File: config.mk
export PLATFORM = sky130hd
export DESIGN_NAME = fermion_product_normal_order_top
export DESIGN_NICKNAME = d
export VERILOG_FILES = /design/src/rtl/fpno_pkg.sv /design/src/rtl/fpno_unpack.sv /design/src/rtl/fpno_sort_stage.sv /design/src/rtl/fpno_finish.sv /design/src/rtl/fermion_product_normal_order_top.sv
export SDC_FILE = /design/constraint.sdc
export NUM_CORES = 2
export LEC_CHECK = 0
export BUFFER_PORTS_ARGS = -buffer_cell sky130_fd_sc_hd__buf_2
export CORE_AREA = 3 3 310 312
export DETAILED_ROUTE_END_ITERATION = 12
export DIE_AREA = 0 0 313 315
export PLACE_DENSITY = 0.66
export SYNTH_ARGS = -nofsm -noshare
export SYNTH_HDL_FRONTEND = slang
export SYNTH_HIERARCHICAL = 1
export SYNTH_SLANG_ARGS = --single-unit
File: constraint.sdc
create_clock -name aclk -period 10.4 [get_ports aclk]
set_clock_uncertainty 0.05 [all_clocks]
set_input_delay 2.08 -clock aclk [delete_from_list [all_inputs] [get_ports aclk]]
set_output_delay 2.08 -clock aclk [all_outputs]
set_load 0.05 [all_outputs]
File: src/rtl/fpno_pkg.sv
// Shared constants and types of the fermion normal-ordering pipeline.
`default_nettype none

package fpno_pkg;

    localparam int MAX_PER_LIST = 4;
    localparam int INDEX_BITS   = 8;
    localparam int MERGED_MAX   = 2 * MAX_PER_LIST;

    localparam int IN_CNT_W = 3;
    localparam int LIST_W   = MAX_PER_LIST * INDEX_BITS;
    localparam int CNT_W    = $clog2(MAX_PER_LIST + 1);
    localparam int TOTAL_W  = $clog2(MERGED_MAX + 1);
    localparam int KEY_W    = INDEX_BITS + 1;
    localparam int PACK_W   = MERGED_MAX * INDEX_BITS;
    localparam int PHASE_W  = 2;

    // Odd-even transposition sort: one layer per merged entry, four per stage.
    localparam int LAYERS_PER_STAGE = 4;
    localparam int SORT_STAGES = (MERGED_MAX + LAYERS_PER_STAGE - 1) / LAYERS_PER_STAGE;

    localparam int IN_FIELDS_W  = 4 * LIST_W + 4 * IN_CNT_W;
    localparam int OUT_FIELDS_W = 2 * PACK_W + 2 * TOTAL_W + PHASE_W;
    localparam int IN_TDATA_W   = ((IN_FIELDS_W + 7) / 8) * 8;
    localparam int OUT_TDATA_W  = ((OUT_FIELDS_W + 7) / 8) * 8;

    localparam logic [PHASE_W-1:0] PHASE_PLUS  = 2'b01;
    localparam logic [PHASE_W-1:0] PHASE_MINUS = 2'b11;
    localparam logic [PHASE_W-1:0] PHASE_ZERO  = 2'b00;

    // Sort key: the top bit marks an empty slot, which sorts after every index.
    typedef logic [KEY_W-1:0] key_t;

    typedef struct packed {
        key_t [MERGED_MAX-1:0]  keys;
        logic                   parity;
        logic [TOTAL_W-1:0]     total;
    } list_t;

    typedef struct packed {
        list_t cre;
        list_t ann;
        logic  swap_par;
    } work_t;

    // Input word, last field in the high bits so the first lands at bit 0.
    typedef struct packed {
        logic [IN_CNT_W-1:0] right_annihilator_count;
        logic [LIST_W-1:0]   right_annihilators;
        logic [IN_CNT_W-1:0] right_creator_count;
        logic [LIST_W-1:0]   right_creators;
        logic [IN_CNT_W-1:0] left_annihilator_count;
        logic [LIST_W-1:0]   left_annihilators;
        logic [IN_CNT_W-1:0] left_creator_count;
        logic [LIST_W-1:0]   left_creators;
    } op_t;

    typedef struct packed {
        logic [PHASE_W-1:0] phase;
        logic [TOTAL_W-1:0] annihilator_total;
        logic [PACK_W-1:0]  sorted_annihilators;
        logic [TOTAL_W-1:0] creator_total;
        logic [PACK_W-1:0]  sorted_creators;
    } result_t;

endpackage

`default_nettype wire

File: src/rtl/fpno_unpack.sv
// Input stage: clamps counts, builds the padded merged key lists and the fixed sign term.
`default_nettype none

module fpno_unpack (
    input  wire logic            aclk,
    input  wire logic            aresetn,
    input  wire logic            in_valid,
    output logic                 in_ready,
    input  wire fpno_pkg::op_t   in_op,
    output logic                 out_valid,
    input  wire logic            out_ready,
    output fpno_pkg::work_t      out_work
);

    function automatic logic [fpno_pkg::CNT_W-1:0] clamp_count(
        input logic [fpno_pkg::IN_CNT_W-1:0] c
    );
        return (c > fpno_pkg::IN_CNT_W'(fpno_pkg::MAX_PER_LIST)) ?
               fpno_pkg::CNT_W'(fpno_pkg::MAX_PER_LIST) : fpno_pkg::CNT_W'(c);
    endfunction

    // Left slots sit at 0..MAX-1 and right slots at MAX..2*MAX-1. An empty slot
    // gets a key above every index, increasing with its slot number.
    function automatic fpno_pkg::list_t merge_list(
        input logic [fpno_pkg::LIST_W-1:0] lw,
        input logic [fpno_pkg::CNT_W-1:0]  ln,
        input logic [fpno_pkg::LIST_W-1:0] rw,
        input logic [fpno_pkg::CNT_W-1:0]  rn
    );
        fpno_pkg::list_t l;
        l.parity = 1'b0;
        l.total  = fpno_pkg::TOTAL_W'(ln) + fpno_pkg::TOTAL_W'(rn);
        for (int s = 0; s < fpno_pkg::MAX_PER_LIST; s++) begin
            if (fpno_pkg::CNT_W'(s) < ln) begin
                l.keys[s] = {1'b0, lw[s*fpno_pkg::INDEX_BITS +: fpno_pkg::INDEX_BITS]};
            end else begin
                l.keys[s] = {1'b1, fpno_pkg::INDEX_BITS'(s)};
            end
            if (fpno_pkg::CNT_W'(s) < rn) begin
                l.keys[fpno_pkg::MAX_PER_LIST + s] =
                    {1'b0, rw[s*fpno_pkg::INDEX_BITS +: fpno_pkg::INDEX_BITS]};
            end else begin
                l.keys[fpno_pkg::MAX_PER_LIST + s] =
                    {1'b1, fpno_pkg::INDEX_BITS'(fpno_pkg::MAX_PER_LIST + s)};
            end
        end
        return l;
    endfunction

    logic [fpno_pkg::CNT_W-1:0] ncl, nal, ncr, nar;
    logic [fpno_pkg::CNT_W-1:0] pad_lc, pad_la;
    fpno_pkg::work_t work_next;
    fpno_pkg::work_t work_reg;
    logic            valid_reg;

    always_comb begin
        ncl    = clamp_count(in_op.left_creator_count);
        nal    = clamp_count(in_op.left_annihilator_count);
        ncr    = clamp_count(in_op.right_creator_count);
        nar    = clamp_count(in_op.right_annihilator_count);
        pad_lc = fpno_pkg::CNT_W'(fpno_pkg::MAX_PER_LIST) - ncl;
        pad_la = fpno_pkg::CNT_W'(fpno_pkg::MAX_PER_LIST) - nal;

        work_next.cre = merge_list(in_op.left_creators, ncl, in_op.right_creators, ncr);
        work_next.ann = merge_list(in_op.left_annihilators, nal,
                                   in_op.right_annihilators, nar);
        // Moving right creators past left annihilators, plus the inversions that
        // the empty left slots add ahead of the right entries in each list.
        work_next.swap_par = (nal[0] & ncr[0]) ^ (pad_lc[0] & ncr[0]) ^ (pad_la[0] & nar[0]);
    end

    assign in_ready  = !valid_reg || out_ready;
    assign out_valid = valid_reg;
    assign out_work  = work_reg;

    always_ff @(posedge aclk) begin
        if (!aresetn) begin
            valid_reg <= 1'b0;
        end else if (in_ready) begin
            valid_reg <= in_valid;
        end
    end

    always_ff @(posedge aclk) begin
        if (in_valid && in_ready) begin
            work_reg <= work_next;
        end
    end

endmodule

`default_nettype wire

File: src/rtl/fpno_sort_stage.sv
// One pipeline stage of the odd-even transposition sort, counting swaps for the sign.
`default_nettype none

module fpno_sort_stage (
    input  wire logic             aclk,
    input  wire logic             aresetn,
    input  wire logic             in_valid,
    output logic                  in_ready,
    input  wire fpno_pkg::work_t  in_work,
    output logic                  out_valid,
    input  wire logic             out_ready,
    output fpno_pkg::work_t       out_work
);

    // Each swap is one transposition, so the swap count parity is the
    // permutation parity. Equal keys never swap.
    function automatic fpno_pkg::list_t sort_layers(input fpno_pkg::list_t l);
        fpno_pkg::list_t r;
        fpno_pkg::key_t  t;
        r = l;
        for (int layer = 0; layer < fpno_pkg::LAYERS_PER_STAGE; layer++) begin
            for (int i = 0; i < fpno_pkg::MERGED_MAX - 1; i++) begin
                if ((i % 2) == (layer % 2)) begin
                    if (r.keys[i] > r.keys[i+1]) begin
                        t            = r.keys[i];
                        r.keys[i]    = r.keys[i+1];
                        r.keys[i+1]  = t;
                        r.parity     = ~r.parity;
                    end
                end
            end
        end
        return r;
    endfunction

    fpno_pkg::work_t work_next;
    fpno_pkg::work_t work_reg;
    logic            valid_reg;

    always_comb begin
        work_next          = in_work;
        work_next.cre      = sort_layers(in_work.cre);
        work_next.ann      = sort_layers(in_work.ann);
    end

    assign in_ready  = !valid_reg || out_ready;
    assign out_valid = valid_reg;
    assign out_work  = work_reg;

    always_ff @(posedge aclk) begin
        if (!aresetn) begin
            valid_reg <= 1'b0;
        end else if (in_ready) begin
            valid_reg <= in_valid;
        end
    end

    always_ff @(posedge aclk) begin
        if (in_valid && in_ready) begin
            work_reg <= work_next;
        end
    end

endmodule

`default_nettype wire

File: src/rtl/fpno_finish.sv
// Output stage: repeat detection, packing of the sorted lists and the phase code.
`default_nettype none

module fpno_finish (
    input  wire logic             aclk,
    input  wire logic             aresetn,
    input  wire logic             in_valid,
    output logic                  in_ready,
    input  wire fpno_pkg::work_t  in_work,
    output logic                  out_valid,
    input  wire logic             out_ready,
    output fpno_pkg::result_t     out_result
);

    // Empty-slot keys are distinct and never equal an index key, so any equal
    // neighbor pair is a repeated index.
    function automatic logic has_repeat(input fpno_pkg::list_t l);
        logic rep;
        rep = 1'b0;
        for (int i = 0; i < fpno_pkg::MERGED_MAX - 1; i++) begin
            rep = rep | (l.keys[i] == l.keys[i+1]);
        end
        return rep;
    endfunction

    function automatic logic [fpno_pkg::PACK_W-1:0] pack_list(input fpno_pkg::list_t l);
        logic [fpno_pkg::PACK_W-1:0] w;
        w = '0;
        for (int i = 0; i < fpno_pkg::MERGED_MAX; i++) begin
            if (!l.keys[i][fpno_pkg::KEY_W-1]) begin
                w[i*fpno_pkg::INDEX_BITS +: fpno_pkg::INDEX_BITS] =
                    l.keys[i][fpno_pkg::INDEX_BITS-1:0];
            end
        end
        return w;
    endfunction

    fpno_pkg::result_t result_next;
    fpno_pkg::result_t result_reg;
    logic              valid_reg;
    logic              rep;
    logic              odd;

    always_comb begin
        rep = has_repeat(in_work.cre) | has_repeat(in_work.ann);
        odd = in_work.cre.parity ^ in_work.ann.parity ^ in_work.swap_par;
        result_next.sorted_creators     = pack_list(in_work.cre);
        result_next.creator_total       = in_work.cre.total;
        result_next.sorted_annihilators = pack_list(in_work.ann);
        result_next.annihilator_total   = in_work.ann.total;
        if (rep) begin
            result_next.phase = fpno_pkg::PHASE_ZERO;
        end else if (odd) begin
            result_next.phase = fpno_pkg::PHASE_MINUS;
        end else begin
            result_next.phase = fpno_pkg::PHASE_PLUS;
        end
    end

    assign in_ready   = !valid_reg || out_ready;
    assign out_valid  = valid_reg;
    assign out_result = result_reg;

    always_ff @(posedge aclk) begin
        if (!aresetn) begin
            valid_reg <= 1'b0;
        end else if (in_ready) begin
            valid_reg <= in_valid;
        end
    end

    always_ff @(posedge aclk) begin
        if (in_valid && in_ready) begin
            result_reg <= result_next;
        end
    end

endmodule

`default_nettype wire

File: src/rtl/fermion_product_normal_order_top.sv
// Top level of the fermion operator product normal-ordering pipeline.
//
// Usage: each word on the s_ channel carries two operators, each given as
// up to four creation and up to four annihilation orbital indices with their
// counts. Counts above four are treated as four, and slots at or above a
// count are ignored. For every accepted word exactly one word leaves on the
// m_ channel: the merged creators (left then right) and merged annihilators
// sorted ascending, their totals, and the sign of the reordering, which is
// +1, -1, or 0 when an index repeats within either merged list.
// From acceptance to m_tvalid, the input register loads at the accepting edge,
// two stages of the odd-even transposition sort (four compare layers each)
// follow, and an output register checks repeats and packs the result.
// The pipeline takes one word per clock while m_tready stays high; every
// stage has its own valid bit and the ready chain lets a stage refill as
// soon as its word moves on.
// When the receiver holds m_tready low, words pile up stage by stage and
// s_tready falls only once all four stages are full; nothing is dropped or
// repeated. A synchronous low aresetn empties the pipeline; words in flight
// are discarded.
`default_nettype none

module fermion_product_normal_order_top (
    input  wire logic                                aclk,
    input  wire logic                                aresetn,
    // Fields from bit 0: left_creators[31:0], left_creator_count[34:32],
    // left_annihilators[66:35], left_annihilator_count[69:67],
    // right_creators[101:70], right_creator_count[104:102],
    // right_annihilators[136:105], right_annihilator_count[139:137], zeros.
    input  wire logic [fpno_pkg::IN_TDATA_W-1:0]     s_tdata,
    input  wire logic                                s_tvalid,
    output logic                                     s_tready,
    // Fields from bit 0: sorted_creators[63:0], creator_total[67:64],
    // sorted_annihilators[131:68], annihilator_total[135:132],
    // phase[137:136], zeros.
    output logic [fpno_pkg::OUT_TDATA_W-1:0]         m_tdata,
    output logic                                     m_tvalid,
    input  wire logic                                m_tready
);

    fpno_pkg::op_t     op;
    fpno_pkg::result_t result;

    // Stage k hands its word to stage k+1 through these.
    fpno_pkg::work_t stage_work  [fpno_pkg::SORT_STAGES:0];
    logic            stage_valid [fpno_pkg::SORT_STAGES:0];
    logic            stage_ready [fpno_pkg::SORT_STAGES:0];

    assign op = fpno_pkg::op_t'(s_tdata[fpno_pkg::IN_FIELDS_W-1:0]);

    fpno_unpack u_unpack (
        .aclk      (aclk),
        .aresetn   (aresetn),
        .in_valid  (s_tvalid),
        .in_ready  (s_tready),
        .in_op     (op),
        .out_valid (stage_valid[0]),
        .out_ready (stage_ready[0]),
        .out_work  (stage_work[0])
    );

    for (genvar g = 0; g < fpno_pkg::SORT_STAGES; g++) begin : g_sort
        fpno_sort_stage u_sort (
            .aclk      (aclk),
            .aresetn   (aresetn),
            .in_valid  (stage_valid[g]),
            .in_ready  (stage_ready[g]),
            .in_work   (stage_work[g]),
            .out_valid (stage_valid[g+1]),
            .out_ready (stage_ready[g+1]),
            .out_work  (stage_work[g+1])
        );
    end

    fpno_finish u_finish (
        .aclk       (aclk),
        .aresetn    (aresetn),
        .in_valid   (stage_valid[fpno_pkg::SORT_STAGES]),
        .in_ready   (stage_ready[fpno_pkg::SORT_STAGES]),
        .in_work    (stage_work[fpno_pkg::SORT_STAGES]),
        .out_valid  (m_tvalid),
        .out_ready  (m_tready),
        .out_result (result)
    );

    // Zero fill above the packed result fields.
    assign m_tdata = {{(fpno_pkg::OUT_TDATA_W - fpno_pkg::OUT_FIELDS_W){1'b0}}, result};

endmodule

`default_nettype wire

## Word level (Yosys, flattened, before mapping)

Cells that the tools add are included.

- $lt $le $gt $ge: 76
- Add/subtract/negate cells: 4
- Equal/unequal tests: 14
- Bitwise logic cells: 74
- Multiplexer cells: 125
- Reduce and logical (&&, ||, !) cells: 12

Operators with widths:

| operator | count |
|---|---|
| 2-to-1 mux 18 bit | 48 |
| greater-than comparator 9 bit | 56 |
| 2-to-1 mux 19 bit | 8 |
| 2-to-1 mux 9 bit | 16 |
| equality test 9 bit | 14 |
| inverter 1 bit | 54 |
| 2-to-1 mux 1 bit | 48 |
| less-than comparator 1 x 3 -> 1 bit (first input constant) | 8 |
| less-than comparator 2 x 3 -> 1 bit (first input constant) | 8 |
| bitwise OR 1 bit | 13 |
| greater-than comparator 3 bit (second input constant) | 4 |
| 2-to-1 mux 3 bit | 4 |
| adder 3 x 3 -> 4 bit | 2 |
| logical AND 1 bit | 4 |
| zero test 1 bit | 4 |
| logical OR 1 bit | 4 |
| XOR 1 bit | 4 |
| bitwise AND 1 bit | 3 |
| 2-to-1 mux 2 bit | 1 |
| subtractor 1 bit (first input constant) | 2 |

- Output and inout port bits: 146
- Flip-flop bits (word level): 605
- Input bits: 148

## Longest topological paths before layout

- Word-level depth: 28
- Gate-level depth with buffers: 48
- Mapped depth without buffers: 41

## Modules after synthesis

Netlist, hierarchy kept.

By module, submodules not included:

| module | seq. area each (sq um) | area each (sq um) | instances | cells each |
|---|---|---|---|---|
| fpno_sort_stage at g_sort[1].u_sort | 4,674.5 | 17,279.1 | 1 | 1,780 |
| fpno_sort_stage at g_sort[0].u_sort | 4,674.5 | 17,032.6 | 1 | 1,722 |
| fpno_finish | 4,164.0 | 6,538.8 | 1 | 459 |
| fpno_unpack | 4,614.4 | 5,854.4 | 1 | 337 |
| fermion_product_normal_order_top | 0.0 | 48.8 | 1 | 7 |

## Worst setup path after synthesis

OpenSTA, ideal clock, no wires.

- Kind: register to register
- From: register u_unpack.work_reg, in the netlist u_unpack/out_work[30]
- To: register g_sort[0].u_sort.work_reg, in the netlist g_sort[0].u_sort/out_work[5] (data pin)
- Stages on the path, launching flop included: 45
- Data arrival time: 8.303 ns
- Slack: 1.789 ns
- Library setup time: 0.258 ns
- Buffers on the path: 7
- Clock period less this slack: 8.611 ns
- Data required time: 10.092 ns
- Cells stage by stage: edfxtp_1 > ha_1 > a211oi_1 > nor2_1 > nor3_2 > a31o_2 > buf_2 > buf_2 > mux2i_1 > inv_1 > ha_1 > a211o_1 > o221ai_1 > a21oi_1 > o21ai_0 > nand2b_1 > o31a_1 > buf_2 > (+9 left out) > a21oi_1 > a211o_1 > o31a_1 > buf_2 > buf_6 > mux2i_1 > inv_1 > ha_1 > a21o_1 > a221o_1 > a31oi_1 > a31oi_1 > buf_2 > xor2_2 > xnor2_1 > xnor2_1 > xnor3_1 > xnor2_1

RTL lines:

| what | RTL line | source |
|---|---|---|
| from (decl) | fpno_unpack.sv:53 | `fpno_pkg::work_t work_reg;` |
| from (signal assigned) | fpno_unpack.sv:86 | `work_reg <= work_next;` |
| to (signal assigned) | fpno_sort_stage.sv:60 | `work_reg <= work_next;` |
| to (decl) | fpno_sort_stage.sv:37 | `fpno_pkg::work_t work_reg;` |

==> out/metrics.yaml <==
globalRoute.totalOverflow: 0
antenna_found_initial: 2
synthCells: 4305
grt_util_all_layers_pct: 21.6
synthesis.area_um2: 46800
hold_viol_final: 0
period_needed_ps: 9610
fin_nets: 5240
globalplace.congestion: 0.930
clk_pin_slew_ps: 60
worstSkewPairLatency_ps: 620
drive_above_1_share_pct: 14.1
setup_viol: 0
crit_family: "compound AO/OA/AOI/OAI gates"
r2r-end: "g_sort[1].u_sort/out_work[5]"
start_util_pct: 50.1
tritoncts: "yes"
synthTopCellsByArea: "edfxtp_1 39%, mux2i_1 16%, ha_1 14%, inv_1 4.3%, nor2b_1 3.3%"
holdPathEnd: "u_finish/out_result[134]"
period_share_pct: 92.4
r2r_cells: 35
die_area_um2: 98600
slowest_stage: "a2bb2oi_2"
path_buf_inv: 3
whs_path_depth: 0
synthDominantCellAreaShare_pct: 38.6
drtIter0Drc: 1907
post-cts-setup-buffers: 0
ys_async_sr_fraction_pct: 0
dp.final_hpwl_um: 88200
rsz0062_at_grt: "false"
place_ws_ps: 732
synth_area_per_cell_um2: 10.9
numCtsBuffers: 68
ys_warn_count: 6
dpl-instance-area_um2: 49500
hold_class: "register to register"
reg2reg_slack_ps: 790
postRouteAntennaNets: 0
final_max_slew_viol_count: 0
cts_buffer_depth: 3
io_pins: 294
crit_top_cell: "ha_1"
htreeDepth: 3
grt_max_degree: 145
layout_common_cells: "728 x mux2i_1, 601 x edfxtp_1, 532 x inv_1"
yosysUniqueCellTypes: 95
numPortBuffers: 283
synth-edff-count: 601
wl_um: 108000
synth_top_area_cell: "edfxtp_1"
criticalPathCategory: "register to register"
root_buffer: "clkbuf_16"
route.detailed.drc: 0
tightest_slew_ps: 1210
stdcell_area_um2: 51700
yosysSeqAreaShare_pct: 38.8
vias_per_cell: 5.43
timing.rr.start: "g_sort[0].u_sort/out_work[25]"
final.setup.tns_ps: 0
area_growth_pct: 10.6
final_common_cell: "mux2i_1"
fillers: 8149
synth-seq-cells: 605
min_from: "g_sort[1].u_sort/out_work[3]"
num_rows: 112
fp.dieW_um: 313
fin_ws_ps: 792
num_vias: 32000
end_kind: "register"
synth_flop_cell: "edfxtp_1"
grt_pass1_vias: 30600
start_kind: "register"
die_h_um: 315
core_area_um2: 93300
outcome: "completed"
slew_headroom_pct: 19.0
cts.sinks: 605
drtPass1Iterations: 5
timing.fmax_mhz: 104
max_stage_delay_ps: 830
crit_path_max_fanout: 17
path_depth: 35
worst-endpoint-arrival_ps: 9880
wl_per_cell_um: 18.4
grt_pass1_wl_um: 169000
cap_viol_max_count: 0
cp.required_ps: 10670
[Yosys cell counts, drive strengths merged, types with 4 or more instances]
cell and number:
a221o 8, or3 5, a31oi 28, a21boi 7, and2 41, nor4 17, mux2 77, a41oi 8
or2 15, o21bai 8, o31a 16, xnor2 122, buf 106, a21oi 185, a21o 52, a211o 11
nand2b 23, dfxtp 4, a2111oi 6, o31ai 5, nand4 80, clkbuf 27, inv 532, edfxtp 601
o221ai 6, and2b 20, a311oi 4, a211oi 28, nand3 70, ha 510, and3 29, o21a 52
nor3 43, xor2 49, a31o 5, a221oi 5, xnor3 9, nor2b 247, nor2 161, mux2i 766
nand3b 6, o21ai 145, o211ai 10, nand2 132
[worst register-to-register path, delay by kind of cell, from the launching register on]
kind	cells	cell delay (ps)
xor gates and xnor gates	4	990
muxes	3	1400
adders and majority gates	4	1250
AOI/OAI and AO/OA	17	4430
buffers and inverters	3	280
and+or+nand+nor	4	500
DFF	1	440
[layer usage]
layer	GRT usage, %	up-vias	wire length [um]
li1	-	16100	-
met5	0	-	13
met1	33.3	15100	56100
met2	32.3	678	45500
met3	2.62	110	5070
met4	4.74	2	1790
[timing repair]
item	4_1_cts	5_1_grt
hold buffers	0	0
resized for setup	0	1
endpoints found under the setup margin	0	1
[flip-flops by register name, summed over array words and instances, names as in the netlist]
signal / flops
u_unpack/out_work: 153
u_finish/out_result: 138
g_sort.u_sort/out_valid: 2
g_sort.u_sort/out_work: 310
u_finish/out_valid: 1
u_unpack/out_valid: 1
[logic make-up (layout without fill, tap and decap cells)]
kind of cell,after synthesis,in the layout,synth area share (%)
flops,605,605,38.8
compound gates,603,603,8.57
buf+inv,665,984,5.99
xor+xnor,180,180,3.70
fa+ha+maj,511,511,13.7
other cells,2,9,0.0161
simple gates,896,896,10.4
mux,843,843,18.8
[per-stage QoR]
step	hold slack [ps]	util (%)	cells
6_report	360	55.4	5885
5_1_grt	372	55.4	5884
4_1_cts	355	55.4	5884
3_5_place_dp	355	53.0	5765
3_3_place_gp	351	53.0	5765
2_1_floorplan	350	-	4311
[cell type report]
type	instances	area [um2]	area share (%)
diodes	1	2.50	0.00484
clock buffers	73	1720	3.33
clock inverters	46	510	0.988
inverters	532	2000	3.86
multi-input cells	3041	26000	50.2
flip-flops and latches	605	18100	35.1
well taps	1254	1570	3.04
repair buffers	333	1800	3.49
[how the worst max path moves through the flow]
stage / to / from
final: g_sort[1].u_sort/out_work[5] / g_sort[0].u_sort/out_work[25]
after global placement: g_sort[0].u_sort/out_work[5] / u_unpack/out_work[30]
after detailed placement: g_sort[0].u_sort/out_work[5] / u_unpack/out_work[30]
after global routing: g_sort[0].u_sort/out_work[82] / u_unpack/out_work[125]
after floorplan: g_sort[0].u_sort/out_work[5] / u_unpack/out_work[30]
after CTS: g_sort[0].u_sort/out_work[5] / u_unpack/out_work[30]
Power is left out: the tool's default activity adds up to more than one toggle a clock period on the data nets, which glitch-free logic cannot reach.
